===== src/rims_pkg.sv =====
// rims_pkg: shared types and constants for the run insertion merge sorter
// record layout, key select codes, controller command and status structs
// used by rims_ctrl, rims_dp and run_insertion_merge_sorter
`timescale 1ns / 1ps

package rims_pkg;

  localparam int DEF_MAX_RECORDS = 64;
  localparam int DEF_RUN_LENGTH  = 32;

  localparam int KEY_W  = 20;
  localparam int TAG_W  = 16;
  localparam int REC_W  = TAG_W + KEY_W;
  localparam int SEL_W  = 3;
  localparam int IN_W   = 4 * KEY_W + TAG_W;
  localparam int OUT_W  = ((REC_W + 7) / 8) * 8;
  localparam int APB_AW = 3;
  localparam int APB_DW = 32;

  localparam logic [APB_AW-1:0] ADDR_KEY_SELECT = 3'd0;
  localparam logic [SEL_W-1:0]  KEY_SELECT_RESET = 3'd1;

  localparam logic [SEL_W-1:0] SEL_COST       = 3'd1;
  localparam logic [SEL_W-1:0] SEL_RATING     = 3'd2;
  localparam logic [SEL_W-1:0] SEL_TIMELINESS = 3'd3;
  localparam logic [SEL_W-1:0] SEL_SAFETY     = 3'd4;

  typedef enum logic [4:0] {
    ST_IDLE,
    ST_INS_RUN,
    ST_INS_CHK,
    ST_INS_RD,
    ST_INS_CAP,
    ST_INS_CMP,
    ST_INS_PUT,
    ST_MRG_PASS,
    ST_MRG_PAIR,
    ST_CPY,
    ST_CPY_END,
    ST_MRG_INIT,
    ST_MRG_LA,
    ST_MRG_RA,
    ST_MRG_STEP,
    ST_MRG_FL,
    ST_MRG_FR,
    ST_EMIT_RD,
    ST_EMIT_LD
  } state_t;

  typedef struct packed {
    logic load_en;
    logic start_init;
    logic run_setup;
    logic run_next;
    logic ins_rd_i;
    logic ins_cap;
    logic ins_shift;
    logic ins_put;
    logic w_init;
    logic w_double;
    logic left_init;
    logic left_next;
    logic pair_setup;
    logic cpy_rd;
    logic mrg_rd_l;
    logic mrg_rd_r;
    logic cap_l;
    logic cap_r;
    logic mrg_take;
    logic emit_init;
    logic emit_rd;
    logic emit_ld;
  } cmd_t;

  typedef struct packed {
    logic accept_last;
    logic sel_ok;
    logic start_ge_n;
    logic i_ge_end;
    logic shift;
    logic j_more;
    logic w_ge_n;
    logic pair_skip;
    logic k_last_cpy;
    logic o_done;
    logic take_left;
    logic l_more;
    logic r_more;
    logic out_free;
    logic k_last_emit;
  } status_t;

endpackage


===== src/rims_ctrl.sv =====
// rims_ctrl: sequencer for load, run insertion sort, bottom-up merge and emission
// depends on rims_pkg for state, command and status types
`timescale 1ns / 1ps

module rims_ctrl import rims_pkg::*; (
  input  logic    clk,
  input  logic    rst,
  input  status_t status,
  output cmd_t    cmd
);

  state_t state, state_next;

  always_ff @(posedge clk) begin
    if (rst) begin
      state <= ST_IDLE;
    end else begin
      state <= state_next;
    end
  end

  always_comb begin
    state_next = state;
    case (state)
      ST_IDLE: begin
        if (status.accept_last) begin
          state_next = status.sel_ok ? ST_INS_RUN : ST_EMIT_RD;
        end
      end
      ST_INS_RUN:  state_next = status.start_ge_n ? ST_MRG_PASS : ST_INS_CHK;
      ST_INS_CHK:  state_next = status.i_ge_end ? ST_INS_RUN : ST_INS_RD;
      ST_INS_RD:   state_next = ST_INS_CAP;
      ST_INS_CAP:  state_next = ST_INS_CMP;
      ST_INS_CMP: begin
        if (!(status.shift && status.j_more)) begin
          state_next = ST_INS_PUT;
        end
      end
      ST_INS_PUT:  state_next = ST_INS_CHK;
      ST_MRG_PASS: state_next = status.w_ge_n ? ST_EMIT_RD : ST_MRG_PAIR;
      ST_MRG_PAIR: state_next = status.pair_skip ? ST_MRG_PASS : ST_CPY;
      ST_CPY: begin
        if (status.k_last_cpy) begin
          state_next = ST_CPY_END;
        end
      end
      ST_CPY_END:  state_next = ST_MRG_INIT;
      ST_MRG_INIT: state_next = ST_MRG_LA;
      ST_MRG_LA:   state_next = ST_MRG_RA;
      ST_MRG_RA:   state_next = ST_MRG_STEP;
      ST_MRG_STEP: begin
        if (status.o_done) begin
          state_next = ST_MRG_PAIR;
        end else if (status.take_left) begin
          state_next = status.l_more ? ST_MRG_FL : ST_MRG_STEP;
        end else begin
          state_next = status.r_more ? ST_MRG_FR : ST_MRG_STEP;
        end
      end
      ST_MRG_FL:   state_next = ST_MRG_STEP;
      ST_MRG_FR:   state_next = ST_MRG_STEP;
      ST_EMIT_RD: begin
        if (status.out_free) begin
          state_next = ST_EMIT_LD;
        end
      end
      ST_EMIT_LD:  state_next = status.k_last_emit ? ST_IDLE : ST_EMIT_RD;
      default:     state_next = ST_IDLE;
    endcase
  end

  always_comb begin
    cmd = '0;
    case (state)
      ST_IDLE: begin
        cmd.load_en = 1'b1;
        if (status.accept_last) begin
          cmd.start_init = status.sel_ok;
          cmd.emit_init  = !status.sel_ok;
        end
      end
      ST_INS_RUN: begin
        cmd.run_setup = !status.start_ge_n;
        cmd.w_init    = status.start_ge_n;
      end
      ST_INS_CHK:  cmd.run_next = status.i_ge_end;
      ST_INS_RD:   cmd.ins_rd_i = 1'b1;
      ST_INS_CAP:  cmd.ins_cap = 1'b1;
      ST_INS_CMP:  cmd.ins_shift = status.shift;
      ST_INS_PUT:  cmd.ins_put = 1'b1;
      ST_MRG_PASS: begin
        cmd.emit_init = status.w_ge_n;
        cmd.left_init = !status.w_ge_n;
      end
      ST_MRG_PAIR: begin
        cmd.w_double   = status.pair_skip;
        cmd.pair_setup = !status.pair_skip;
      end
      ST_CPY:      cmd.cpy_rd = 1'b1;
      ST_CPY_END:  cmd = '0;
      ST_MRG_INIT: cmd.mrg_rd_l = 1'b1;
      ST_MRG_LA: begin
        cmd.cap_l    = 1'b1;
        cmd.mrg_rd_r = 1'b1;
      end
      ST_MRG_RA:   cmd.cap_r = 1'b1;
      ST_MRG_STEP: begin
        cmd.left_next = status.o_done;
        cmd.mrg_take  = !status.o_done;
      end
      ST_MRG_FL:   cmd.cap_l = 1'b1;
      ST_MRG_FR:   cmd.cap_r = 1'b1;
      ST_EMIT_RD:  cmd.emit_rd = status.out_free;
      ST_EMIT_LD:  cmd.emit_ld = 1'b1;
      default:     cmd = '0;
    endcase
  end

endmodule


===== config.mk =====
export PLATFORM = sky130hd
export DESIGN_NAME = rims_ctrl
export DESIGN_NICKNAME = d
export VERILOG_FILES = /design/src/rims_pkg.sv /design/src/rims_ctrl.sv
export SDC_FILE = /design/constraint.sdc
export NUM_CORES = 1
export LEC_CHECK = 0
export BUFFER_PORTS_ARGS = -buffer_cell sky130_fd_sc_hd__buf_2
export CORE_MARGIN = 10
export CORE_UTILIZATION = 40
export CTS_BUF_LIST = sky130_fd_sc_hd__clkbuf_16
export DETAILED_ROUTE_END_ITERATION = 10
export PLACE_DENSITY = 0.79
export SETUP_SLACK_MARGIN = 0.3
export SYNTH_ARGS = -nofsm -noshare
export SYNTH_HDL_FRONTEND = slang
export SYNTH_SLANG_ARGS = --single-unit

===== constraint.sdc =====
create_clock -name clk -period 1.45 [get_ports clk]
set_clock_uncertainty 0.15 [all_clocks]
set_input_delay 0.29 -clock clk [delete_from_list [all_inputs] [get_ports clk]]
set_output_delay 0.29 -clock clk [all_outputs]
set_load 0.02 [all_outputs]

==> results of run 1 <==
-- cells in the mapped netlist, drive strengths merged (2+ instances only) --
cell type	count
nand2b	6
nor2b	3
a21o	2
and3	4
a21oi	4
nor3	13
nor2	12
nand4	2
nand4b	2
or3	2
nand2	7
a22oi	2
a2111oi	2
o21ai	3
dfxtp	5
nand3	2
buf	9
nor3b	2
and2b	2
inv	6
nand3b	3
-- metrics by stage --
stage	cell area (um2)	util, %	cells	hold WS [ps]
detailed placement	1320	74.2	191	355
global placement	1320	74.2	191	350
floorplan	1010	-	110	199
-- cell families after synthesis --
family | Yosys count | share of synthesized area (%)
compound gates | 22 | 21.7
xor+xnor | 1 | 1.13
buf+inv | 16 | 12.4
flops | 5 | 12.9
simple gates | 66 | 51.9
==> flow_summary.yaml, run 1 <==
placed_design:
  gp_congestion: 0.827
  hpwlAfterDp_mm: 2.59
  dp_slack_ps: -381
  port_buffers: 38
clocking:
  postCtsSetupRepairBufs: 20
  cts-resized-gates: 84
  cts_buffer_depth: 2
  cts-root-buf: "clkbuf_16"
  h-tree-depth: 1
  cts_hold_buf: 0
  cts_inserted_buffers: 3
  cts_sinks: 5
synthesis:
  ys_async_sr_fraction_pct: 0
  synth_top_area_share_pct: 12.9
  avgSynthCellArea_um2: 7.06
  synth_edf_count: 0
  synth_area_leaders: "dfxtp_1 13%, nor3_1 7.1%, nor2_1 5.8%"
  ys.flop_type: "dfxtp_1"
  ys_seq_elements: 5
  yosys.area.top_type: "dfxtp_1"
  yosysSeqAreaShare_pct: 12.9
  netlist_instances: 110
  yosysWarnings: 0
  synth_cell_type_count: 47
  synth_nets: 127
  syn_area_um2: 777
die:
  die_h_um: 64.1
  fp.dieW_um: 64.1
  pin_count: 39
  start_util_pct: 43.6
  rows: 15
outcome:
  status: "did not finish"
  firstError: "[ERROR DPL-0038] Utilization greater than 100%, impossible to legalize"
  haltStage: "clock tree synthesis (4_1_cts)"
==> run 2: changes to the inputs <==
- CORE_AREA: unset -> 10 10 71 73
- CORE_MARGIN: 10 -> unset
- CORE_UTILIZATION: 40 -> unset
- CTS_BUF_LIST: sky130_fd_sc_hd__clkbuf_16 -> unset
- DIE_AREA: unset -> 0 0 81 83
- PLACE_DENSITY: 0.79 -> unset
- PLACE_DENSITY_LB_ADDON: unset -> 0.15
- SETUP_SLACK_MARGIN: 0.3 -> unset
- clock period: 1.45 -> 1.89 ns (I/O delays scaled with it)
==> run 2 against run 1 <==
  * The flow now finishes, with violations (negative setup slack)
  * Area after synthesis unchanged
  * Synthesized cell count unchanged
==> flow_summary.yaml, run 2 <==
synthesis:
  synth_area_leaders: "dfxtp_1 13%, nor3_1 7.1%, nor2_1 5.8%"
  synth_edf_count: 0
  avgSynthCellArea_um2: 7.06
  synth_cell_type_count: 47
  ys_async_sr_fraction_pct: 0
  synth_nets: 127
  yosys.area.top_type: "dfxtp_1"
  synth_common_cells: "12 x nor2_1, 11 x nor3_1, 7 x nand2_1"
  ys.flop_type: "dfxtp_1"
  yosysMostFrequentCell: "nor2_1"
  yosysSeqAreaShare_pct: 12.9
  ys_seq_elements: 5
  syn_area_um2: 777
  synth_top_area_share_pct: 12.9
  yosysWarnings: 0
  netlist_instances: 110
die:
  die_h_um: 83
  start_util_pct: 21.4
  rows: 22
  dieArea_um2: 6720
  fp.dieW_um: 81
  pin_count: 39
  core_um2: 3630
critical_path:
  r2r_slack_ps: 20
  r2r-start: "state[0]"
  critical-path-max-stage-delay_ps: 400
  startpoint: "state[4]"
  worst_setup_path_start_kind: "flop"
  critPathSlowestCell: "or3_4"
  crit_type: "flop to primary output"
  path_cells: "or3_4 -> nor3_4 -> nand2_1 -> o21ai_2 -> buf_6"
  worstPathRequired_ps: 1360
  reg2reg_to: "state[4]"
  worstSetupEndpointType: "primary output"
  worst_r2r_path_depth: 7
  worstPathMaxFanout: 3
  cp.arrival_ps: 1460
layout:
  final_common_cell: "buf_4"
  reg_top3: "state (5)"
  drive_above_1_share_pct: 60.6
  final_cell_mix: "33 x buf_4, 19 x buf_2, 16 x buf_6"
  antenna_cells: 0
  syn2layout_area_growth_pct: 96.6
  fillers: 371
  top_register: "state"
  largest_register_ffs: 5
  final_nets: 193
drt:
  drtIter0Drc: 46
  viasPerCell: 4.94
  first_pass_iters: 4
  met3WireLength_um: 310
  routed.top_layer: "met4"
  route.detailed.drc: 0
  vias: 1102
  wl_met1_mm: 1.36
  antenna_left: 0
  wl_met2_mm: 1.78
  drt-total-wl_mm: 3.50
  wl_per_cell_um: 15.7
global_routing:
  grt_usage_pct: 9.35
  grt_overflow: 0
  grt_first_pass_wirelength_mm: 5.26
  antenna_found_initial: 0
  grt_pass1_vias: 1098
  grt_max_degree: 17
run:
  drv_cap: 0
pwr:
  swShare_pct: 44.0
  p_sw_mw: 0.919
  intPower_mw: 1.17
  power_density_nw_per_um2: 1370
  ir_worst_vdd_mv: 0.452
  p_comb_share_pct: 79.4
  p_leak_nw: 0.686
  clkPwrFrac_pct: 9.4
  power_frac_seq_pct: 11.1
hold_path:
  whs_path_depth: 2
  min-delay-path-class: "primary input to flop"
  worstHoldStart: "rst"
  worstHoldEndpoint: "state[2]"
sta:
  timing.fmax_mhz: 502
  rsz0062_at_grt: "true"
  setup_violations: 11
  fin_crit_sh_pct: 105
  drv_slew: 0
  fin_ws_ps: -103
  final-hold-violation-count: 0
  worst_pin_slew_ps: 447
  tns_ps: -513
  slew_headroom_pct: 69.4
  post-route-min-period_ps: 1990
clocking:
  h-tree-depth: 1
  clk_latency_ps: 220
  cts_sinks: 5
  cts_tree: "done"
  cts-root-buf: "clkbuf_8"
  clkTransAtPathRegs_ps: 40
  cts_buffer_depth: 2
  cts_inserted_buffers: 3
outcome:
  violations: "negative setup slack"
  status: "finished, violations left"
placed_design:
  hpwlAfterDp_mm: 2.49
  gp_congestion: 0.749
  dp_slack_ps: 63.7
  port_buffers: 38
## run 2: cell counts after synthesis
No cell type changed its count.
## run 2: area by class of cell
class,instances,area [um2],share of cell area [%]
clock buffer,4,45.0,2.95
timing repair buffer,71,573,37.5
inverter,6,22.5,1.47
tap,48,60.1,3.93
sequential,5,116,7.62
multi-input combinational,89,711,46.5
## run 2: power groups by stage
stage	clock, mW	sequential, mW	combinational [mW]
finish	0.197	0.233	1.66
global route	0.210	0.238	1.78
CTS	0.203	0.235	1.38
detailed placement	0	0.218	1.08
global placement	0	0.217	1.09
floorplan	0	0.169	0.837
## run 2: worst max-delay path, delay by kind of cell, from the launching register on
| kind | cells | cell delay, ps |
|---|---|---|
| flip-flops | 1 | 340 |
| buffers and inverters | 1 | 130 |
| AO/OA/AOI/OAI | 1 | 130 |
| AND/OR/NAND/NOR | 3 | 650 |
## run 2: logic make-up (layout without fill, tap and decap cells)
| family | after synthesis | in the layout | share of synthesized area (%) |
|---|---|---|---|
| AND/OR/NAND/NOR | 66 | 66 | 51.9 |
| XOR/XNOR | 1 | 1 | 1.13 |
| flip-flops | 5 | 5 | 12.9 |
| AO/OA/AOI/OAI | 22 | 22 | 21.7 |
| buffers and inverters | 16 | 81 | 12.4 |
## run 2: how the worst max path moves through the flow
stage,endpoint,slack (ps)
finish,cmd[2],-100
global route,cmd[2],-170
CTS,cmd[2],-120
detailed placement,cmd[0],60
global placement,cmd[4],40
floorplan,cmd[2],-80
## run 2: repair_timing
action | 4_1_cts | 5_1_grt
setup buffers | 8 | 13
hold buffers | 0 | 0
setup endpoints to repair | 17 | 19
pin swaps | 6 | 11
gates resized for setup | 43 | 30
## run 2: metal layers
metal / global-route usage [%] / up-vias
li1: - / 532
met2: 15.8 / 38
met3: 2.37 / 4
met1: 10.9 / 528
met5: 0 / -
met4: 3.44 / 0
## run 2: per-stage QoR
stage          std cells  hold slack [ps]  util (%)  total power [mW]  cell area, um2
6_report             223              211      42.0              2.09            1530
5_1_grt              223              218      42.0              2.23            1530
4_1_cts              211              211      36.6              1.81            1330
3_5_place_dp         199              442      29.5              1.30            1070
3_3_place_gp         199              445      29.5              1.31            1070
2_1_floorplan        110              287         -              1.01             805
No activity file was read; power rests on OpenSTA's default activity.
==> run 3: changes to the inputs <==
- CTS_BUF_LIST: unset -> sky130_fd_sc_hd__clkbuf_4 sky130_fd_sc_hd__clkbuf_8 sky130_fd_sc_hd__clkbuf_16
- MAX_ROUTING_LAYER: unset -> met4
==> run 3 against run 2 <==
  * The run still ends with negative setup slack left
  * Count of clock-buffer cells in the layout is the same
  * Die area unchanged
  * Register-to-register slack improved by 40 ps
  * Sequential cell count unchanged
  * Critical path depth unchanged
  * Power shrank 3.7%
  * Worst setup slack got worse by 4.5 ps
  * Critical endpoint unchanged
  * Largest power group unchanged
  * Highest routed layer unchanged
==> flow_summary.yaml, run 3 (synthesis gave the netlist of run 2 again) <==
layout:
  seqCellArea_um2: 116
  stdcell_count: 219
  final_cell_mix: "31 x buf_4, 21 x buf_2, 14 x buf_6"
  antenna_cells: 0
  top_register: "state"
  fillers: 379
  reg_top3: "state (5)"
  drive_above_1_share_pct: 59.6
  final_nets: 189
  syn2layout_area_growth_pct: 88.7
  final_common_cell: "buf_4"
  final_util_pct: 40.4
  multiInputGateArea_um2: 703
  design_area_um2: 1470
  largest_register_ffs: 5
die:
  die_h_um: 83
  pin_count: 39
  rows: 22
  fp.dieW_um: 81
  start_util_pct: 21.4
  dieArea_um2: 6720
  core_um2: 3630
critical_path:
  crit_type: "flop to primary output"
  worstPathMaxFanout: 5
  cp.arrival_ps: 1470
  worst_setup_path_start_kind: "flop"
  worstPathRequired_ps: 1360
  worstSetupEndpointType: "primary output"
drt:
  drt-total-wl_mm: 3.40
  antenna_left: 0
  drtIter0Drc: 46
  vias: 1079
  wl_per_cell_um: 15.5
  route.detailed.drc: 0
  first_pass_iters: 4
  viasPerCell: 4.93
sta:
  rsz0062_at_grt: "true"
  worst_pin_slew_ps: 476
  setup_violations: 8
  slew_headroom_pct: 67.4
  post-route-min-period_ps: 2000
  timing.fmax_mhz: 501
  final-hold-violation-count: 0
  drv_slew: 0
  fin_crit_sh_pct: 106
  fin_ws_ps: -107
  tns_ps: -372
clocking:
  cts_sinks: 5
  cts_buffer_depth: 2
  cts_inserted_buffers: 3
  h-tree-depth: 1
  cts-root-buf: "clkbuf_8"
  clk_latency_ps: 220
  clkTransAtPathRegs_ps: 30
  cts_tree: "done"
pwr:
  p_sw_mw: 0.889
  intPower_mw: 1.12
  p_comb_share_pct: 77.9
  ir_worst_vdd_mv: 0.430
  power_frac_seq_pct: 11.7
  power_density_nw_per_um2: 1370
  clkPwrFrac_pct: 10.4
  p_leak_nw: 0.655
  swShare_pct: 44.2
placed_design:
  dp.cells: 199
  dp_slack_ps: 63.7
  hpwlAfterDp_mm: 2.49
  gp_congestion: 0.758
  port_buffers: 38
  placed_area_um2: 1070
outcome:
  status: "finished, violations left"
  violations: "negative setup slack"
global_routing:
  grt_pass1_vias: 1108
  antenna_found_initial: 0
  grt_first_pass_wirelength_mm: 5.28
  grt_overflow: 0
  grt_max_degree: 17
  grt_usage_pct: 9.66
run:
  drv_cap: 0
hold_path:
  min-delay-path-class: "primary input to flop"
==> run 3: worst paths after layout <==
| path | startpoint | endpoint | slack [ps] | depth (start not counted) |
|---|---|---|---|---|
| setup / recovery | state[4] | cmd[2] | -110 | 5 |
| hold / removal | rst | state[4] | 210 | 2 |
| setup reg to reg | state[0] | state[4] | 60 | 7 |
| hold reg to reg | state[2] | state[1] | 600 | 3 |
==> run 3: per-layer routing <==
metal	GRT usage (%)	up-vias	part of all wire (%)
li1	-	526	-
met1	11.2	512	42
met2	16.2	33	49
met3	1.40	8	5.8
met4	3.44	0	3.4
met5	-	-	0
==> run 3: power groups by stage <==
stage               Sequential [mW]  Clock, mW  Combinational, mW
detailed placement            0.218          0               1.08
CTS                           0.237      0.215               1.38
finish                        0.235      0.210               1.57
global placement              0.217          0               1.09
floorplan                     0.169          0              0.837
global route                  0.242      0.222               1.69
==> run 3: what timing repair did <==
item                                    in CTS  in global routing
pin swaps                                    7                 10
resized for setup                           43                 21
hold buffers                                 0                  0
buffers inserted                             9                 10
endpoints found under the setup margin      17                 19
==> run 3: final cells by class <==
class | instances | area share, %
clock buffers | 4 | 3.33
inverters | 6 | 1.54
multi-input cells | 89 | 48.0
flip-flops and latches | 5 | 7.94
well taps | 48 | 4.10
repair buffers | 67 | 35.2
==> run 3: critical path, cell delays in order (launching register included) <==
cell	delay, ps
dfxtp_4	350
or3_4	400
nor3_4	160
nand2_1	90
o21ai_2	120
buf_6	130
==> run 3: stage by stage <==
stage	power [mW]	hold WS, ps
after floorplan	1.01	287
after global placement	1.31	445
after detailed placement	1.30	442
after CTS	1.84	211
after global routing	2.15	220
final	2.01	214
